===== config.mk =====
export PLATFORM = sky130hd
export DESIGN_NAME = overtemp_valve_and_buzzer_alarm
export DESIGN_NICKNAME = d
export VERILOG_FILES = /design/src/rtl/core/ovt_pkg.sv /design/src/rtl/core/ovt_step.sv /design/src/rtl/core/overtemp_valve_and_buzzer_alarm.sv
export VERILOG_INCLUDE_DIRS = /design/src /design/src/rtl/core
export SDC_FILE = /design/constraint.sdc
export NUM_CORES = 1
export LEC_CHECK = 0
export BUFFER_PORTS_ARGS = -buffer_cell sky130_fd_sc_hd__buf_2
export CAP_MARGIN = 5
export CORE_ASPECT_RATIO = 0.75
export CORE_MARGIN = 1
export CORE_UTILIZATION = 65
export DETAILED_ROUTE_END_ITERATION = 10
export PLACE_DENSITY = 0.85
export SYNTH_ARGS = -nofsm -noshare
export SYNTH_HDL_FRONTEND = slang
export SYNTH_SLANG_ARGS = --single-unit

===== constraint.sdc =====
create_clock -name clk -period 13.5 [get_ports clk]
set_input_delay 2.7 -clock clk [delete_from_list [all_inputs] [get_ports clk]]
set_output_delay 2.7 -clock clk [all_outputs]
set_load 0.03 [all_outputs]

===== src/rtl/core/overtemp_valve_and_buzzer_alarm_defines.svh =====
// Assertion macros for the over-temperature alarm block.
// Define ASSERT_OFF to compile the assertions out.
`ifndef OVERTEMP_VALVE_AND_BUZZER_ALARM_DEFINES_SVH
`define OVERTEMP_VALVE_AND_BUZZER_ALARM_DEFINES_SVH

`ifndef ASSERT_OFF

// Checked on every rising edge outside reset.
`define OVT_ASSERT(label, clk, rst, prop, msg) \
  label: assert property (@(posedge clk) disable iff (rst) prop) else $error(msg);

// Checked on every rising edge, reset included.
`define OVT_ASSERT_ALWAYS(label, clk, prop, msg) \
  label: assert property (@(posedge clk) prop) else $error(msg);

`else

`define OVT_ASSERT(label, clk, rst, prop, msg)
`define OVT_ASSERT_ALWAYS(label, clk, prop, msg)

`endif

`endif


===== src/rtl/core/ovt_pkg.sv =====
package ovt_pkg;

  localparam int TEMP_W      = 12;
  localparam int MARGIN_W    = 11;
  localparam int MS_W        = 16;
  localparam int THRESH_W    = TEMP_W + 2;
  localparam int CFG_INDEX_W = 3;
  localparam int CFG_DATA_W  = 16;

  localparam logic [MS_W-1:0] ELAPSED_MAX = {MS_W{1'b1}};

  localparam logic signed [TEMP_W-1:0] TEMP_LIMIT_RST    = 12'sd1600;
  localparam logic [MARGIN_W-1:0]      TEMP_MARGIN_RST   = 11'd16;
  localparam logic                     ALARM_ENABLE_RST  = 1'b1;
  localparam logic [MS_W-1:0]          BUZZER_ON_MS_RST  = 16'd2000;
  localparam logic [MS_W-1:0]          BUZZER_OFF_MS_RST = 16'd1000;

  typedef enum logic [CFG_INDEX_W-1:0] {
    REG_TEMP_LIMIT    = 3'd0,
    REG_TEMP_MARGIN   = 3'd1,
    REG_ALARM_ENABLE  = 3'd2,
    REG_BUZZER_ON_MS  = 3'd3,
    REG_BUZZER_OFF_MS = 3'd4
  } cfg_reg_t;

  typedef struct packed {
    logic signed [TEMP_W-1:0] temp_limit;
    logic [MARGIN_W-1:0]      temp_margin;
    logic                     alarm_enable;
    logic [MS_W-1:0]          buzzer_on_ms;
    logic [MS_W-1:0]          buzzer_off_ms;
  } ovt_cfg_t;

  typedef struct packed {
    logic            valve_closed;
    logic            cycle_active;
    logic            buzzer_level;
    logic [MS_W-1:0] elapsed;
  } ovt_state_t;

  typedef struct packed {
    logic closed_event;
    logic opened_event;
  } ovt_events_t;

endpackage


===== src/rtl/core/ovt_step.sv =====
module ovt_step (
  input  ovt_pkg::ovt_cfg_t                   cfg,
  input  ovt_pkg::ovt_state_t                 state,
  input  logic signed [ovt_pkg::TEMP_W-1:0]   temperature,
  input  logic                                process_running,
  input  logic                                sensor_fault,
  output ovt_pkg::ovt_state_t                 state_next,
  output ovt_pkg::ovt_events_t                events
);
  import ovt_pkg::*;

  logic signed [THRESH_W-1:0] temp_ext;
  logic signed [THRESH_W-1:0] limit_ext;
  logic signed [THRESH_W-1:0] threshold;
  logic [MS_W-1:0]            elapsed_step;
  logic [MS_W-1:0]            phase_len;
  ovt_state_t                 mid;

  assign temp_ext  = {{2{temperature[TEMP_W-1]}}, temperature};
  assign limit_ext = {{2{cfg.temp_limit[TEMP_W-1]}}, cfg.temp_limit};
  assign threshold = limit_ext + $signed({{(THRESH_W-MARGIN_W){1'b0}}, cfg.temp_margin});

  // The elapsed count moves first and saturates at its maximum.
  assign elapsed_step = (state.cycle_active && state.elapsed != ELAPSED_MAX)
                        ? state.elapsed + 1'b1 : state.elapsed;

  always_comb begin
    mid                 = state;
    mid.elapsed         = elapsed_step;
    events.closed_event = 1'b0;
    events.opened_event = 1'b0;

    // Closing is tested before opening, so a zero margin closes the valve.
    priority if (!process_running || sensor_fault) begin
      mid.cycle_active = 1'b0;
      mid.buzzer_level = 1'b0;
    end else if (temp_ext >= threshold) begin
      if (!state.valve_closed) begin
        mid.valve_closed    = 1'b1;
        events.closed_event = 1'b1;
      end
      if (cfg.alarm_enable && !state.cycle_active) begin
        mid.cycle_active = 1'b1;
        mid.buzzer_level = 1'b0;
        mid.elapsed      = '0;
      end
    end else if (temp_ext <= limit_ext) begin
      if (state.valve_closed) begin
        mid.valve_closed    = 1'b0;
        events.opened_event = 1'b1;
      end
      mid.cycle_active = 1'b0;
      mid.buzzer_level = 1'b0;
    end else begin
      // Inside the hysteresis band the valve and the cycle keep their state.
    end
  end

  assign phase_len = mid.buzzer_level ? cfg.buzzer_on_ms : cfg.buzzer_off_ms;

  always_comb begin
    state_next = mid;
    if (mid.cycle_active && mid.elapsed >= phase_len) begin
      state_next.buzzer_level = !mid.buzzer_level;
      state_next.elapsed      = '0;
    end
  end

endmodule


===== src/rtl/core/overtemp_valve_and_buzzer_alarm.sv =====
// Over-temperature valve and buzzer alarm.
// Each input transaction is one millisecond tick: a signed temperature in
// 1/16 degree C plus the process-running and sensor-fault flags. Every input
// transaction yields exactly one output transaction with the valve level,
// the buzzer level, the cycling flag and one-tick valve change events.
// The result is registered: a tick accepted at one edge is offered on the
// output in the next cycle. One tick is taken per cycle while in_stall is
// low; the result register is the only storage in the path, so in_stall
// rises only while it holds a result that the receiver is stalling. The
// configuration port writes one register per cycle through cfg_write,
// cfg_index and cfg_data; the user must write only while no tick is in
// flight, which the block does not enforce. Reset is synchronous: it empties
// the result register, opens the valve, stops the buzzer cycle and loads the
// default limits and timings. While a result is offered and out_stall is
// high, that result holds still and no further tick is taken in.
`include "overtemp_valve_and_buzzer_alarm_defines.svh"

module overtemp_valve_and_buzzer_alarm (
  input  logic                                  clk,
  input  logic                                  rst,
  input  logic                                  cfg_write,
  input  logic [ovt_pkg::CFG_INDEX_W-1:0]       cfg_index,
  input  logic [ovt_pkg::CFG_DATA_W-1:0]        cfg_data,
  input  logic                                  in_valid,
  output logic                                  in_stall,
  input  logic signed [ovt_pkg::TEMP_W-1:0]     temperature,
  input  logic                                  process_running,
  input  logic                                  sensor_fault,
  output logic                                  out_valid,
  input  logic                                  out_stall,
  output logic                                  valve_closed,
  output logic                                  buzzer_drive,
  output logic                                  alarm_cycling,
  output logic                                  closed_event,
  output logic                                  opened_event
);
  import ovt_pkg::*;

  ovt_cfg_t    cfg;
  ovt_state_t  state;
  ovt_state_t  state_next;
  ovt_events_t events;
  logic        out_ready;
  logic        in_fire;

  always_ff @(posedge clk) begin
    if (rst) begin
      cfg.temp_limit    <= TEMP_LIMIT_RST;
      cfg.temp_margin   <= TEMP_MARGIN_RST;
      cfg.alarm_enable  <= ALARM_ENABLE_RST;
      cfg.buzzer_on_ms  <= BUZZER_ON_MS_RST;
      cfg.buzzer_off_ms <= BUZZER_OFF_MS_RST;
    end else if (cfg_write) begin
      unique case (cfg_reg_t'(cfg_index))
        REG_TEMP_LIMIT:    cfg.temp_limit    <= $signed(cfg_data[TEMP_W-1:0]);
        REG_TEMP_MARGIN:   cfg.temp_margin   <= cfg_data[MARGIN_W-1:0];
        REG_ALARM_ENABLE:  cfg.alarm_enable  <= cfg_data[0];
        REG_BUZZER_ON_MS:  cfg.buzzer_on_ms  <= cfg_data[MS_W-1:0];
        REG_BUZZER_OFF_MS: cfg.buzzer_off_ms <= cfg_data[MS_W-1:0];
        default: begin
        end
      endcase
    end
  end

  // The result register frees up in the same cycle that its contents leave.
  assign out_ready = !out_valid || !out_stall;
  assign in_stall  = !out_ready;
  assign in_fire   = in_valid && out_ready;

  ovt_step u_step (
    .cfg             (cfg),
    .state           (state),
    .temperature     (temperature),
    .process_running (process_running),
    .sensor_fault    (sensor_fault),
    .state_next      (state_next),
    .events          (events)
  );

  always_ff @(posedge clk) begin
    if (rst) begin
      state <= '0;
    end else if (in_fire) begin
      state <= state_next;
    end
  end

  always_ff @(posedge clk) begin
    if (rst) begin
      out_valid <= 1'b0;
    end else if (out_ready) begin
      out_valid <= in_valid;
    end
  end

  always_ff @(posedge clk) begin
    if (in_fire) begin
      valve_closed  <= state_next.valve_closed;
      buzzer_drive  <= state_next.buzzer_level;
      alarm_cycling <= state_next.cycle_active;
      closed_event  <= events.closed_event;
      opened_event  <= events.opened_event;
    end
  end

  `OVT_ASSERT(a_events_exclusive, clk, rst,
              out_valid |-> !(closed_event && opened_event),
              "open and close events in one transaction")
  `OVT_ASSERT(a_buzzer_needs_cycle, clk, rst,
              (out_valid && buzzer_drive) |-> alarm_cycling,
              "buzzer sounding outside an active cycle")
  `OVT_ASSERT(a_event_matches_valve, clk, rst,
              out_valid |-> ((!closed_event || valve_closed) &&
                             (!opened_event || !valve_closed)),
              "valve event disagrees with valve level")
  `OVT_ASSERT_ALWAYS(a_reset_empties, clk, $past(rst) |-> !out_valid,
                     "result offered right after reset")
  `OVT_ASSERT(a_state_follows_output, clk, rst,
              out_valid |-> (state.valve_closed == valve_closed &&
                             state.cycle_active == alarm_cycling),
              "state register out of step with result register")

endmodule


==> results of run 1 <==
[routing by layer]
metal	global-route usage	share of wire
met3	0.0649	0.074
met1	0.457	0.46
met2	0.503	0.45
met5	0	0
met4	0.0831	0.013
[sequential cells by signal (all words and copies together), names as in the netlist]
register and count:
valve_closed 1, opened_event 1, out_valid 1, buzzer_drive 1, closed_event 1, state 19, alarm_cycling 1, cfg 56
[stage by stage]
step | instance area, um2 | instances
5_1_grt | 5450 | 754
3_5_place_dp | 5240 | 738
4_1_cts | 5450 | 754
3_3_place_gp | 5240 | 738
6_report | 5450 | 754
2_1_floorplan | 4980 | 617
[logic make-up (layout without fill, tap and decap cells)]
group	after synthesis	after routing
muxes	17	17
AOI/OAI and AO/OA	131	131
xor gates and xnor gates	21	21
buffers and inverters	57	93
DFF	81	81
adders and majority gates	54	54
and+or+nand+nor	256	256
[placed cells by master (no fill, tap or decap), drive strengths merged, types with 3 or more instances in the layout]
cell    count
a211o       5
a211oi      6
a21o       10
a21oi      60
a22o       11
a31oi       6
and2        7
and3        4
buf        45
clkbuf     10
dfxtp      76
edfxtp      5
ha         53
inv        36
mux2i      16
nand2     124
nand2b      6
nand3      16
nand3b     13
nand4      11
nor2       46
nor2b       9
nor3       10
nor4        4
o211ai      4
o21ai      13
o31a        3
or2         3
xnor2       9
xor2       12
[power groups by stage]
stage | sequential (W) | combinational [W] | clock [W]
after floorplan | 0.000258 | 0.0000385 | 0
after global placement | 0.000256 | 0.0000571 | 0
after detailed placement | 0.000256 | 0.0000604 | 0
after CTS | 0.000251 | 0.0000613 | 0.000195
after global routing | 0.000252 | 0.0000689 | 0.000203
final | 0.000251 | 0.0000624 | 0.000194
[worst max-delay path: stages, from the launching register on]
cell and delay (ps):
sky130_fd_sc_hd__dfxtp_1 330, sky130_fd_sc_hd__ha_1 220, sky130_fd_sc_hd__inv_1 70, sky130_fd_sc_hd__fa_1 190, sky130_fd_sc_hd__nor2b_1 50, sky130_fd_sc_hd__o21ai_0 300
sky130_fd_sc_hd__a21oi_1 130, sky130_fd_sc_hd__o21ai_0 280, sky130_fd_sc_hd__a21oi_1 140, sky130_fd_sc_hd__o21ai_0 460, sky130_fd_sc_hd__and4_1 270, sky130_fd_sc_hd__nor3_1 60
sky130_fd_sc_hd__ha_1 310, sky130_fd_sc_hd__nand4_1 240, sky130_fd_sc_hd__nor4_2 680, sky130_fd_sc_hd__o21ai_1 190, sky130_fd_sc_hd__o211ai_2 350, sky130_fd_sc_hd__buf_4 320
sky130_fd_sc_hd__mux2i_1 230, sky130_fd_sc_hd__ha_1 270, sky130_fd_sc_hd__a21o_1 190, sky130_fd_sc_hd__a2111oi_0 370, sky130_fd_sc_hd__o21ai_0 170, sky130_fd_sc_hd__a21oi_1 200
sky130_fd_sc_hd__a211o_1 320, sky130_fd_sc_hd__and2_1 460, sky130_fd_sc_hd__a22o_1 230
[final cells by class]
cell class | instances | area [um2]
clock buffers | 10 | 149
clock inverters | 6 | 70.1
fillers | 573 | 1910
inverters | 32 | 120
multi-input cells | 479 | 3090
flip-flops and latches | 81 | 1670
well taps | 101 | 126
repair buffers | 45 | 228
[path summary, 6_finish.rpt]
path,startpoint,to,slack (ps),depth (start not counted)
worst max-delay path,cfg[33],state[4],6370,26
worst min-delay path,cfg[31],cfg[31],460,2
worst max register to register,cfg[33],state[4],6370,26
worst min register to register,cfg[31],cfg[31],460,2
==> Implementation_results.wiki, run 1 <==
{| class="wikitable"
! Metric !! Value
|-
| Tcrit/Tclk final || 0.528
|-
| Syn Area/Cell || ~8 um2
|-
| Core region area || approximately 0.0074 mm2
|-
| Worst-path fanout max || 13
|-
| Top post-synthesis cells by count || sky130_fd_sc_hd__nand2_1, sky130_fd_sc_hd__dfxtp_1, sky130_fd_sc_hd__a21oi_1
|-
| Antenna violations before repair || 0
|-
| Critical path type || reg2reg
|-
| Cell Area, Synth || 0.00498 mm2
|-
| TritonCTS Buffers || 9
|-
| Leakage power || 2.45 nW
|-
| Sink Count || 81
|-
| Switching Fraction || 0.273
|-
| Clock skew after layout || 7.79 ps
|-
| Drc violations || 0
|-
| Finished Core Util || 0.741
|-
| Part of the power in registers || 0.494
|-
| Cell-internal power || roughly 0.00037 W
|-
| MaxCap Viol Count || 0
|-
| Die Footprint || about 0.008 mm2
|-
| Number of nets produced by synthesis || 709
|-
| Hold Worst Slack || between 400 and 500 ps
|-
| RSZ-0062 raised after global routing || false
|-
| Adder-Cell Fraction of Synth Area || 0.137
|-
| Hold-fix buffers at CTS || 0
|-
| Synthesis-stage register bit count || 81
|-
| Instance count of the mapped netlist || 617
|-
| Fmax achieved || approximately 140 MHz
|-
| Insertion delay to the later sink of the worst-skew pair || around 360 ps
|-
| Area fraction of the dominant cell type after synthesis || 0.306
|-
| Run status || completed
|-
| Shortest clock period the worst path allows after layout || 7130 ps
|-
| Tightest slew margin relative to the limit || 0.252
|-
| Antenna Diode Count || 0
|-
| Worst path setup slack after routing || roughly 6400 ps
|-
| Setup_tns || 0 ps
|-
| Startpoint class of the critical path || register
|-
| Pin slew with the least headroom to its limit || ~1100 ps
|-
| Clk buf depth || 2
|-
| Number of enable-type register cells in the synthesized netlist || 5
|-
| Vertical die dimension || approximately 78 um
|-
| Initial standard-cell utilization of the core || 0.676
|-
| Fraction of final layout cells with drive strength greater than 1 || 0.109
|-
| Detailed-route via count || ~4600
|-
| Area fraction in compound gates after synthesis || 0.173
|-
| Clock tree from TritonCTS || yes
|-
| Power consumption || 0.000507 W
|-
| PwrDens || around 93 mW/mm2
|-
| Ranking of synthesized cells by area || sky130_fd_sc_hd__dfxtp_1, sky130_fd_sc_hd__ha_1, sky130_fd_sc_hd__nand2_1, sky130_fd_sc_hd__a21oi_1, sky130_fd_sc_hd__nor2_1
|-
| Arrival time worst endpoint || around 7400 ps
|-
| Pin count of the biggest net entering global routing || between 60 and 70
|-
| Clock transition time at the flip-flop clock pins of the worst setup and hold paths || approximately 90 ps
|-
| Half-perimeter wire length of the detailed placement result || a little over 9000 um
|-
| Worst vdd rail ir drop || between 0.06 and 0.07 mV
|-
| Largest area contributor in the netlist || sky130_fd_sc_hd__dfxtp_1
|-
| Net count, final || 740
|-
| DRT iter0 DRCs || ~280
|-
| Post-synth top flop || sky130_fd_sc_hd__dfxtp_1
|-
| Vias/cell || just over 6
|-
| Number of H-tree levels || 3
|-
| Antenna-violating nets left || 0
|-
| Power share of the clock group || 0.383
|-
| Number of setup violations in the final report || 0
|-
| Number of port buffers || 44
|-
| Area growth from synthesis to layout || 9.55%
|-
| Main combinational cell family by area after synthesis || simple AND/OR/NAND/NOR gates
|-
| Dpl ws || approximately 6200 ps
|-
| Critical Path Sink Type || register
|-
| Classification of the worst-slack hold path || reg2reg
|-
| Routed length per instance || 16.3 um
|-
| Final Hold Violating Endpoints || 0
|-
| Share of synthesized cell area in and, or, nand and nor gates || 0.239
|-
| Pins over their slew limit || 0
|-
| Buffer type at the clock tree root || sky130_fd_sc_hd__clkbuf_8
|-
| Mux contribution to synthesized area || 0.0344
|-
| Number of global-route vias before repair || between 4000 and 5000
|-
| Final RePlAce weighted congestion || just under 0.9
|-
| Number of setup buffers added after CTS || 0
|-
| Most frequently used cell type in the post-synthesis netlist || sky130_fd_sc_hd__nand2_1
|-
| Post-cts resize count || 0
|-
| Global router's overall resource usage || 0.324
|-
| Die outline width || 103 um
|-
| Distinct cell type count of the synthesized netlist || 49
|-
| Combinational group share of total power || 0.123
|-
| DR pass1 iterations || 5
|-
| Wire length of the first global-routing pass || just over 20000 um
|-
| Synth Warn # || 0
|-
| I/O pin count || 45
|-
| Switching Power || roughly 0.00014 W
|-
| Row cnt || 27
|-
| Seq/Total Area, Yosys || 0.336
|-
| Post-detailed-routing wire length || ~12000 um
|-
| Residual overflow from global routing || 0
|-
| Worst Path Required || about 14000 ps
|-
| Post-synthesis share of cell area spent on xor and xnor gates || 0.0369
|-
| Share of async-settable or async-resettable flops after synthesis || 0
|}
No activity file was read; power rests on OpenSTA's default activity.
==> run 2, diff against run 1 <==
--- a/config.mk
+++ b/config.mk
@@ -6,13 +6,14 @@
 export SDC_FILE = /design/constraint.sdc
 export NUM_CORES = 1
 export LEC_CHECK = 0
+export ABC_AREA = 1
 export BUFFER_PORTS_ARGS = -buffer_cell sky130_fd_sc_hd__buf_2
 export CAP_MARGIN = 5
 export CORE_ASPECT_RATIO = 0.75
 export CORE_MARGIN = 1
-export CORE_UTILIZATION = 65
+export CORE_UTILIZATION = 55
 export DETAILED_ROUTE_END_ITERATION = 10
-export PLACE_DENSITY = 0.85
+export PLACE_DENSITY = 0.76
 export SYNTH_ARGS = -nofsm -noshare
 export SYNTH_HDL_FRONTEND = slang
 export SYNTH_SLANG_ARGS = --single-unit
==> constraint.sdc (replaced) <==
create_clock -name clk -period 6.2 [get_ports clk]
set_input_delay 1.24 -clock clk [delete_from_list [all_inputs] [get_ports clk]]
set_output_delay 1.24 -clock clk [all_outputs]
set_load 0.03 [all_outputs]
==> Implementation_results.wiki, run 2 <==
{| class="wikitable"
! Metric !! Value
|-
| Run status || completed
|-
| Net count, final || 878
|-
| Global-route track usage on met2 || 0.433
|-
| Number of global-route vias before repair || around 4500
|-
| Largest registers || cfg: 56 flops, state: 19 flops
|-
| Number of setup violations in the final report || 0
|-
| Final Hold Violating Endpoints || 0
|-
| Number of port buffers || 44
|-
| Tcrit/Tclk final || 0.857
|-
| Worst R2R Path Depth || 32
|-
| Cell with the biggest individual delay on the critical path || sky130_fd_sc_hd__fa_1
|-
| Routed length per instance || roughly 14 um
|-
| Most frequently used cell type in the post-synthesis netlist || sky130_fd_sc_hd__nand2_1
|-
| Number of enable-type register cells in the synthesized netlist || 5
|-
| Insertion delay to the later sink of the worst-skew pair || 330 ps
|-
| Final std cell area, no fill || a little under 0.006 mm2
|-
| Global route hottest layer || met2
|-
| Share of async-settable or async-resettable flops after synthesis || 0
|-
| I/O pin count || 45
|-
| Synth Warn # || 0
|-
| Antenna violations before repair || 0
|-
| DRT iter0 DRCs || about 270
|-
| Classification of the worst-slack hold path || reg2reg
|-
| Vias/cell || 5.33
|-
| TritonCTS Buffers || 9
|-
| Slowest cell delay on critical path || between 400 and 500 ps
|-
| Die Footprint || between 0.01 and 0.015 mm2
|-
| Core region area || between 0.009 and 0.01 mm2
|-
| Fraction of final layout cells with drive strength greater than 1 || 0.128
|-
| Pin slew with the least headroom to its limit || slightly below 1000 ps
|-
| Clk buf depth || 2
|-
| Row cnt || 30
|-
| Worst-path fanout max || 19
|-
| Register name with the most flops || cfg
|-
| Buffer type at the clock tree root || sky130_fd_sc_hd__clkbuf_16
|-
| RSZ-0062 raised after global routing || false
|-
| Critical path type || reg2reg
|-
| Reg-to-Reg Start || cfg[44]
|-
| Met1 track demand over resource in global routing || 0.380
|-
| Worst vdd rail ir drop || between 0.15 and 0.2 mV
|-
| Fmax achieved || ~190 MHz
|-
| Top library cells by usage in the layout, fill and taps aside || sky130_fd_sc_hd__nand2_1, sky130_fd_sc_hd__inv_1, sky130_fd_sc_hd__dfxtp_1, sky130_fd_sc_hd__nor2_1, sky130_fd_sc_hd__a21oi_1
|-
| DR pass1 iterations || 5
|-
| MaxCap Viol Count || 0
|-
| Endpoint of the worst hold path || cfg[29]
|-
| Residual overflow from global routing || 0
|-
| Cell area after placement || roughly 0.0056 mm2
|-
| Leakage power || ~2.8 nW
|-
| Total of fill cells in the finished design || 829
|-
| Post-Place Cells || about 900
|-
| Global router's overall resource usage || 0.272
|-
| Wire length of the first global-routing pass || about 21000 um
|-
| Filler-free cell count of the finished design || approximately 920
|-
| Half-perimeter wire length of the detailed placement result || 9920 um
|-
| Setup_tns || 0 ps
|-
| Worst Path Required || approximately 6300 ps
|-
| Hold Worst Slack || 465 ps
|-
| Post-synth top flop || sky130_fd_sc_hd__dfxtp_1
|-
| Antenna Diode Count || 0
|-
| Number of setup buffers added after CTS || 0
|-
| Die outline width || between 100 and 150 um
|-
| Worst hold stages || 2
|-
| Ranking of synthesized cells by area || sky130_fd_sc_hd__dfxtp_1, sky130_fd_sc_hd__ha_1, sky130_fd_sc_hd__nand2_1, sky130_fd_sc_hd__a21oi_1, sky130_fd_sc_hd__inv_1
|-
| Most common library cell in the layout ignoring fill and taps || sky130_fd_sc_hd__nand2_1
|-
| Initial standard-cell utilization of the core || 0.575
|-
| Shortest clock period the worst path allows after layout || 5310 ps
|-
| Hold-fix buffers at CTS || 0
|-
| Clock tree from TritonCTS || yes
|-
| Cell Area, Synth || 0.00529 mm2
|-
| Arrival time worst endpoint || around 5400 ps
|-
| Drc violations || 0
|-
| Area growth from synthesis to layout || 11.4%
|-
| Clock transition time at the flip-flop clock pins of the worst setup and hold paths || around 60 ps
|-
| Number of nets produced by synthesis || ~840
|-
| Antenna-violating nets left || 0
|-
| Number of H-tree levels || 3
|-
| R2R Path End || buzzer_drive
|-
| Pins over their slew limit || 0
|-
| Met3 Resource Use GR || 0.0550
|-
| Synthesis-stage register bit count || just over 80
|-
| Critical Path Sink Type || register
|-
| Largest area contributor in the netlist || sky130_fd_sc_hd__dfxtp_1
|-
| Register-to-register setup slack || between 800 and 900 ps
|-
| Vertical die dimension || slightly below 90 um
|-
| Distinct cell type count of the synthesized netlist || 38
|-
| Final RePlAce weighted congestion || between 0.9 and 1
|-
| Startpoint class of the critical path || register
|-
| Area fraction of the dominant cell type after synthesis || 0.288
|-
| Detailed-route via count || approximately 4900
|-
| Cell repeated most along the worst path || sky130_fd_sc_hd__nand2_1
|-
| Clock skew after layout || around 4.4 ps
|-
| Seq/Total Area, Yosys || 0.316
|-
| Pin count of the biggest net entering global routing || 56
|-
| PwrDens || between 200 and 250 mW/mm2
|-
| Instance count of the mapped netlist || between 700 and 800
|-
| Flip-flop count of the largest register after layout || between 50 and 60
|-
| Sink Count || between 80 and 90
|-
| HP Start || cfg[29]
|-
| Post-detailed-routing wire length || around 13000 um
|-
| Post-cts resize count || 0
|-
| Top post-synthesis cells by count || sky130_fd_sc_hd__nand2_1, sky130_fd_sc_hd__inv_1, sky130_fd_sc_hd__dfxtp_1
|-
| Syn Area/Cell || 7.04 um2
|-
| Tightest slew margin relative to the limit || 0.349
|}
run 2: changes by cell type after synthesis, sizes merged, moves of 7 or more:
cell and delta:
inv +65, a21oi +12, and2 -7, mux2i -10, nand3b -13, nor2b -9, a21o -9, nand3 +43
a22o -11, o21ai +57, nor2 +32, nand2 +40
run 2: power breakdown:
part           switching, W  total, W  leakage [nW]  internal (W)
sequential        0.0000120  0.000558         0.669      0.000546
clock              0.000213  0.000578         0.163      0.000365
combinational      0.000140  0.000215          1.95     0.0000752
run 2: final cells by class:
type                            count  area (um2)  area share
Clock buffer                       10         239      0.0405
Clock inverter                      6        88.8      0.0151
Inverter                           99         377      0.0639
Multi-Input combinational cell    548        3120       0.529
Sequential cell                    81        1670       0.284
Tap cell                          128         160      0.0272
Timing Repair Buffer               47         243      0.0412
run 2: worst max-delay path by stage:
stage                        from      endpoint
after CTS                 cfg[44]  buzzer_drive
after global placement    cfg[44]  buzzer_drive
after global routing      cfg[44]      state[7]
after detailed placement  cfg[44]  buzzer_drive
final                     cfg[44]  buzzer_drive
after floorplan           cfg[44]      state[1]
run 2: per-stage QoR:
| step | setup slack (ps) | util | power, W |
|---|---|---|---|
| floorplan | 1570 | - | 0.000721 |
| global placement | 1260 | 0.605 | 0.000770 |
| detailed placement | 990 | 0.605 | 0.000781 |
| CTS | 942 | 0.641 | 0.00135 |
| global route | 485 | 0.641 | 0.00141 |
| finish | 887 | 0.641 | 0.00135 |
run 2: logic make-up after synthesis:
group / share of synthesized area
AND/OR/NAND/NOR: 0.274
AO/OA/AOI/OAI: 0.143
buffers and inverters: 0.0953
flip-flops: 0.316
adder cells (fa/ha/maj): 0.129
XOR/XNOR: 0.0314
multiplexers: 0.0114
run 2: per-layer routing:
layer,vias up,wire length (um)
li1,2524,-
met1,2246,6290
met2,110,5610
met3,14,678
met4,0,119
met5,-,0
run 2: critical path, delay by kind of cell, from the launching register on:
family,cells,cell delay (ps)
compound gates,6,980
fa+ha+maj,4,1180
buf+inv,3,170
flops,1,350
simple gates,19,2380
